`config.mk`:
```
export PLATFORM = sky130hd
export DESIGN_NAME = ale_cell
export DESIGN_NICKNAME = d
export VERILOG_FILES = /design/src/hw/rtl/ale_pkg.sv /design/src/hw/rtl/ale_cell.sv
export SDC_FILE = /design/constraint.sdc
export NUM_CORES = 1
export LEC_CHECK = 0
export BUFFER_PORTS_ARGS = -buffer_cell sky130_fd_sc_hd__buf_4
export CORE_ASPECT_RATIO = 1.5
export CORE_MARGIN = 3
export CORE_UTILIZATION = 40
export CTS_CLUSTER_DIAMETER = 100
export DETAILED_ROUTE_END_ITERATION = 10
export PLACE_DENSITY_LB_ADDON = 0.05
export SLEW_MARGIN = 30
export SYNTH_ARGS = -nofsm -noshare
export SYNTH_HDL_FRONTEND = slang
export SYNTH_SLANG_ARGS = --single-unit
```
`constraint.sdc`:
```
create_clock -name clk -period 3.6 [get_ports clk]
set_input_delay 0.72 -clock clk [delete_from_list [all_inputs] [get_ports clk]]
set_output_delay 0.72 -clock clk [all_outputs]
set_load 0.02 [all_outputs]
```
`src/hw/rtl/ale_pkg.sv`:
```
// ----------------------------------------------------------------------------
// ale_pkg
// Shared constants and types for the array list engine.
// ----------------------------------------------------------------------------
package ale_pkg;

    localparam int DEPTH_DEFAULT     = 64;
    localparam int WORD_BITS_DEFAULT = 32;

    localparam int CMD_W = 3;
    localparam int POS_W = 7;
    localparam int DW    = 32;
    localparam int ST_W  = 2;

    localparam logic [CMD_W-1:0] CMD_PUSH    = 3'd0;
    localparam logic [CMD_W-1:0] CMD_INSERT  = 3'd1;
    localparam logic [CMD_W-1:0] CMD_PREPEND = 3'd2;
    localparam logic [CMD_W-1:0] CMD_POP     = 3'd3;
    localparam logic [CMD_W-1:0] CMD_DELETE  = 3'd4;
    localparam logic [CMD_W-1:0] CMD_REMOVE  = 3'd5;
    localparam logic [CMD_W-1:0] CMD_FIND    = 3'd6;
    localparam logic [CMD_W-1:0] CMD_READ    = 3'd7;

    localparam logic [ST_W-1:0] ST_OK     = 2'd0;
    localparam logic [ST_W-1:0] ST_FULL   = 2'd1;
    localparam logic [ST_W-1:0] ST_EMPTY  = 2'd2;
    localparam logic [ST_W-1:0] ST_BADIDX = 2'd3;

    localparam logic [1:0] OP_NONE = 2'd0;
    localparam logic [1:0] OP_INS  = 2'd1;
    localparam logic [1:0] OP_DEL  = 2'd2;
    localparam logic [1:0] OP_REM  = 2'd3;

    typedef struct packed {
        logic [1:0] op;
    } cell_ctrl_t;

endpackage

```
`src/hw/rtl/ale_cell.sv`:
```
// ----------------------------------------------------------------------------
// ale_cell
// One list slot: holds a word, shifts from its neighbours, flags a match.
// ----------------------------------------------------------------------------
module ale_cell
    import ale_pkg::*;
#(
    parameter int IW        = 7,
    parameter int WORD_BITS = WORD_BITS_DEFAULT,
    parameter int IDX       = 0
)
(
    input  logic                 clk,
    input  cell_ctrl_t           ctrl,
    input  logic [IW-1:0]        pos,
    input  logic [IW-1:0]        count,
    input  logic [WORD_BITS-1:0] val,
    input  logic [WORD_BITS-1:0] left_word,
    input  logic [WORD_BITS-1:0] right_word,
    input  logic                 prefix_in,
    output logic [WORD_BITS-1:0] word,
    output logic                 prefix_out,
    output logic                 first,
    output logic [WORD_BITS-1:0] sel_word
);

    localparam logic [IW-1:0] ME      = IW'(IDX);
    localparam logic [IW:0]   ME_NEXT = (IW+1)'(IDX + 1);

    logic [WORD_BITS-1:0] word_reg;
    logic [WORD_BITS-1:0] word_next;
    logic                 live;
    logic                 hit;
    logic                 below_top;

    assign live       = ME < count;
    assign hit        = live && (word_reg == val);
    assign prefix_out = prefix_in | hit;
    assign first      = hit & ~prefix_in;
    assign below_top  = ME_NEXT < {1'b0, count};
    assign sel_word   = (ME == pos) ? word_reg : '0;
    assign word       = word_reg;

    always_comb
    begin
        word_next = word_reg;
        case (ctrl.op)
            OP_INS:
            begin
                if (ME == pos)
                    word_next = val;
                else if (ME > pos && ME <= count)
                    word_next = left_word;
            end
            OP_DEL:
            begin
                if (ME >= pos && below_top)
                    word_next = right_word;
            end
            OP_REM:
            begin
                // everything from the first match onwards moves down one slot
                if (prefix_out && below_top)
                    word_next = right_word;
            end
            default:
            begin
                word_next = word_reg;
            end
        endcase
    end

    always_ff @(posedge clk)
    begin
        word_reg <= word_next;
    end

endmodule

```
## Word-level counts from Yosys, hierarchy flattened

Index checks and enable logic that the tools add are counted.

| storage, ports and cells | value |
|---|---|
| register bits after elaboration | 32 |
| latch bits | 0 |
| RAM bits | 0 |
| bits in read-only memories | 0 |
| input port bits | 114 |
| output and inout port bits | 66 |
| word-level logic and storage cells | 29 |
| memories | 0 |

| cells by class | value |
|---|---|
| $add $sub $neg | 0 |
| multipliers | 0 |
| divide/modulo/power cells | 0 |
| magnitude comparators | 5 |
| eq/ne operators | 7 |
| shift-type cells | 0 |
| muxes and demuxes | 6 |
| bitwise gates (word level) | 3 |
| reductions and logical operators | 7 |

Operators with widths:

| operator | number |
|---|---|
| 32-bit 2-to-1 mux | 5 |
| 32-bit one-hot mux with 3 select lines | 1 |
| 32-bit equality test | 1 |
| 1-bit by 7-bit < comparator with 1-bit output, first input constant | 2 |
| 1-bit by 7-bit >= comparator with 1-bit output, first input constant | 1 |
| 1-bit by 7-bit greater-than comparator with 1-bit output, first input constant | 1 |
| 1-bit by 7-bit <= comparator with 1-bit output, first input constant | 1 |
| 7-bit zero test | 1 |
| 2-bit equality test, second input constant | 2 |
| 1-bit logical AND | 4 |
| 2-bit inequality test, second input constant | 2 |
| 4-bit AND reduction | 1 |
| 3-bit inequality test, second input constant | 1 |
| 3-bit nonzero test | 1 |
| 2-bit by 1-bit equality test with 1-bit output, second input constant | 1 |
| 1-bit bitwise AND | 1 |
| 1-bit inverter | 1 |
| 1-bit OR | 1 |

## Logic depth before layout (Yosys ltp)

| logic depth | value |
|---|---|
| depth in word-level cells | 6 |
| depth in mapped cells | 7 |
| mapped depth without buffers | 7 |

## Worst setup path before layout

No wires, ideal clock.

| path | value |
|---|---|
| kind | input-to-reg |
| start | in pos[4] |
| end | reg word_reg[0], in the netlist word[0], enable pin |
| library setup time | 0.394 ns |
| arrival time | 2.722 ns |
| required time | 3.206 ns |
| slack | 0.484 ns |
| cell stages on the path | 6 |
| buffers on the path | 1 |
| cell sequence | or4_1 > nor4_4 > buf_6 > o221a_1 > nand4_1 > nand3_1 |

| on the way | value |
|---|---|
| cells in the longest elaborated chain, start to end | 4 |
| elaborated cells on any way between the ends | 8 |
| those cells by class | order compare (2); eq/ne (2); reduce/logical (4) |

Ends and longest elaborated chain:

| item | line | source |
|---|---|---|
| start, declared | ale_cell.sv:15 | `input logic [IW-1:0] pos,` |
| 1-bit by 7-bit greater-than comparator with 1-bit output or 1-bit by 7-bit >= comparator with 1-bit output (tied branches) | ale_cell.sv:52, ale_cell.sv:57 |  |
| 1-bit logical AND, on equally long branches | ale_cell.sv:52, ale_cell.sv:57 |  |
| 3-bit inequality test (no line) or 2-bit inequality test (tied branches) | -- |  |
| 4-bit AND reduction (no line) (*) | -- |  |
| end signal, assigned | ale_cell.sv:75 | `word_reg <= word_next;` |
| end, declared | ale_cell.sv:30 | `logic [WORD_BITS-1:0] word_reg;` |

Mark *: on every way between the ends. The rest lies on a longest branch, timed or not.
A chain may end at the register's enable or synchronous reset.

## Final worst setup path

| path | value |
|---|---|
| start | in pos[4] |
| end | out sel_word[2] |

| on the way | value |
|---|---|
| cells in the longest elaborated chain, start to end | 2 |

Ends and longest elaborated chain:

| item | line | source |
|---|---|---|
| 7-bit zero test | ale_cell.sv:41 | `assign sel_word = (ME == pos) ? word_reg : '0;` |
| 32-bit 2-to-1 mux | ale_cell.sv:41 |  |
| end, declared | ale_cell.sv:24 | `output logic [WORD_BITS-1:0] sel_word` |

No other way between the ends.

==> qor.csv <==
stage,metric,value,unit
status,status,"finished, final reports clean",
grt,met3_usage,0.0515,
worst_setup_path,endpoint_kind,output pin,
cts,clock_latency,0.28,ns
worst_setup_path,cp_cell_sequence,"buf_4, or4_1, nor4_4, buf_12, and2_1, buf_4",
worst_hold_path,hold_start,right_word[22],
sta,clock_skew,0.0108,ns
worst_hold_path,hp-class,input port to register,
finish,postLayoutCellArea,3850,um^2
worst_setup_path,r2r_cells,6,
cts,hold_buffers,0,
sta,holdWs,0.711,ns
finish,largest_reg_flops,32,
grt,grt_max_degree,67,
detailed_routing,via_count,2384,
die,start_util,0.421,
sta,hold_viol_final,0,
synthesis,synth_cell_types,23,
sta,fin_tns_setup,0,ns
power,vdd_drop_max,0.234,mV
worst_setup_path,cp_slowest_cell,or4_1,
finish,final_nets,532,
synthesis,ys_seq_area_frac,0.409,
placement,dpl.cell_count,478,
synthesis,synth_cells,240,
detailed_routing,viasPerCell,4.91,
sta,setup_ws,0.539,ns
detailed_routing,routedWlPerCell,14.9,um
die,core_area,5570,um^2
cts,cts_buffer_depth,2,
sta,slew_headroom,0.575,
grt,grt_pass1_vias,2305,
detailed_routing,final_antenna_net_count,0,
detailed_routing,drt_wl_total,7230,um
die,placementRows,33,
grt,grtUsageTotal,0.206,
worst_setup_path,crit_type,input port to output pin,
finish,fin_cells,486,
grt,use_met1,0.206,
finish,area_growth,63.9,%
placement,post_dp_cell_area,3740,um^2
worst_setup_path,worstPathArrival,2.34,ns
grt,antenna_found_initial,0,
cts,numCtsBuffers,5,
die,die_area,6850,um^2
placement,numPortBuffers,179,
power,total_power,1.26,mW
placement,post-place-ws,0.540,ns
finish,final_util,0.691,
grt,grt_overflow_total,0,
synthesis,synth_flop_cell,edfxtp_1,
placement,hpwl,5760,um
sta,maxSlewViolCount,0,
placement,globalplace.congestion,0.734,
synthesis,yosys_register_bits,32,
cts,cts.clk_slew.worst_paths,0.07,ns
sta,finalCritPeriodShare,0.850,
worst_setup_path,crit_top_cell,buf_4,
detailed_routing,drc,0,
finish,drive_above_1_share,0.462,
cts,cts.sinks,32,
cts,cts_tree,done,
sta,setup_viol,0,
finish,antenna_cells,0,
detailed_routing,first_pass_iters,4,
cts,ctsResizeCount,0,
die,io_pins,180,
synthesis,avgSynthCellArea,9.79,um^2
synthesis,synth_edf_count,32,
worst_setup_path,reg2reg_setup_slack,1.45,ns
cts,root_buffer,clkbuf_8,
sta,max_freq,327,MHz
worst_setup_path,r2r_start,word[16]$_DFFE_PP_,
worst_hold_path,hold_depth,3,
die,die_height,99.8,um
sta,period_minus_slack,3.06,ns
power,leakage,1.65,nW
grt,gr-usage-met2,0.399,
synthesis,synth.cell_area,2350,um^2
detailed_routing,drtIter0Drc,73,
synthesis,synthArstFlopShare,0,
sta,worstMarginPinSlew,0.637,ns
worst_setup_path,cp_slowest_stage_delay,0.57,ns
worst_hold_path,whs_endpoint,word[22]$_DFFE_PP_,
grt,grt_pass1_wl,10500,um
worst_setup_path,worstPathRequired,2.88,ns
worst_setup_path,reg2reg_to,word[1]$_DFFE_PP_,
run,drv_cap,0,
synthesis,ys_warn_count,0,
cts,h-tree-depth,2,
power,power-per-cell-area,328,nW/um^2
worst_setup_path,timing.critical_path.fanout_max,66,
cts,post_cts_buffers,0,
synthesis,synth_fp_nets,357,
die,die_w,68.6,um
grt,grt.busiest_layer,met2,
sta,grt_setup_unrepaired,false,
worst_setup_path,start_kind,input port,
[layer usage]
| layer | vias up | part of all wire |
|---|---|---|
| met2 | 115 | 0.57 |
| met4 | 0 | 0.0091 |
| met1 | 1073 | 0.33 |
| met5 | - | 0 |
| li1 | 1189 | - |
| met3 | 7 | 0.094 |
[where the power goes]
| part | total [mW] | leakage [nW] | internal, mW | switching [mW] |
|---|---|---|---|---|
| clock | 0.332 | 0.0532 | 0.201 | 0.131 |
| combinational | 0.407 | 1.30 | 0.213 | 0.194 |
| sequential | 0.523 | 0.296 | 0.478 | 0.0452 |
[worst max-delay path, delay by kind of cell]
kind	cells	cell delay (ns)
simple gates	3	0.99
buf+inv	3	0.58
[kinds of logic after synthesis]
logic type,Yosys count,share of synthesized area
DFF,32,0.409
buffers and inverters,17,0.0384
xor gates and xnor gates,32,0.119
and+or+nand+nor,90,0.206
AOI/OAI and AO/OA,34,0.0751
muxes,32,0.136
adders and majority gates,3,0.0160
[worst max-delay path by stage]
stage                       from           endpoint  slack (ns)  cells after the start
after global placement    pos[4]        sel_word[2]        0.59                      6
final                     pos[4]        sel_word[2]        0.54                      6
after detailed placement  pos[4]        sel_word[2]        0.54                      6
after global routing      pos[4]        sel_word[2]        0.49                      6
after CTS                 pos[4]        sel_word[2]        0.54                      6
after floorplan           pos[4]  word[0]$_DFFE_PP_        0.48                      6
[synthesized netlist by cell type (2+ instances only)]
cell | instances | share of area
nand2_1 | 33 | 0.053
and2_1 | 32 | 0.085
edfxtp_1 | 32 | 0.41
mux2i_1 | 32 | 0.14
o21ai_1 | 32 | 0.068
xnor2_1 | 32 | 0.12
nand4_1 | 9 | 0.024
clkbuf_1 | 7 | 0.011
nor3_1 | 4 | 0.0085
buf_2 | 3 | 0.0064
ha_1 | 3 | 0.016
inv_1 | 3 | 0.0048
nor2_1 | 3 | 0.0048
buf_4 | 2 | 0.0064
buf_6 | 2 | 0.0096
nand3_1 | 2 | 0.0043
or2_2 | 2 | 0.0053
or4_1 | 2 | 0.0064
[layout by cell type (no fill, tap or decap)]
| master | instances |
|---|---|
| buf_4 | 181 |
| nand2_1 | 33 |
| mux2i_1 | 32 |
| o21ai_1 | 32 |
| and2_1 | 32 |
| xnor2_1 | 32 |
| edfxtp_1 | 32 |
| nand4_1 | 9 |
| clkbuf_8 | 5 |
| nor3_1 | 4 |
| nor2_1 | 3 |
| inv_1 | 3 |
| ha_1 | 3 |
| or4_1 | 2 |
| clkinv_1 | 2 |
| or2_4 | 1 |
| nor4_4 | 1 |
| nor4_1 | 1 |
| or2_2 | 1 |
| nand3_1 | 1 |
| nand2b_1 | 1 |
| o221a_1 | 1 |
| o21ai_0 | 1 |
| nand3_2 | 1 |
| bufinv_16 | 1 |
| buf_12 | 1 |
[final cells by class]
cell class	count	area (um^2)
multi-input cells	191	1310
fillers	490	1720
repair buffers	182	1380
inverters	3	11.3
clock inverters	3	37.5
clock buffers	5	68.8
flip-flops and latches	32	961
well taps	70	87.6
Power figures use the tool's default switching activity.
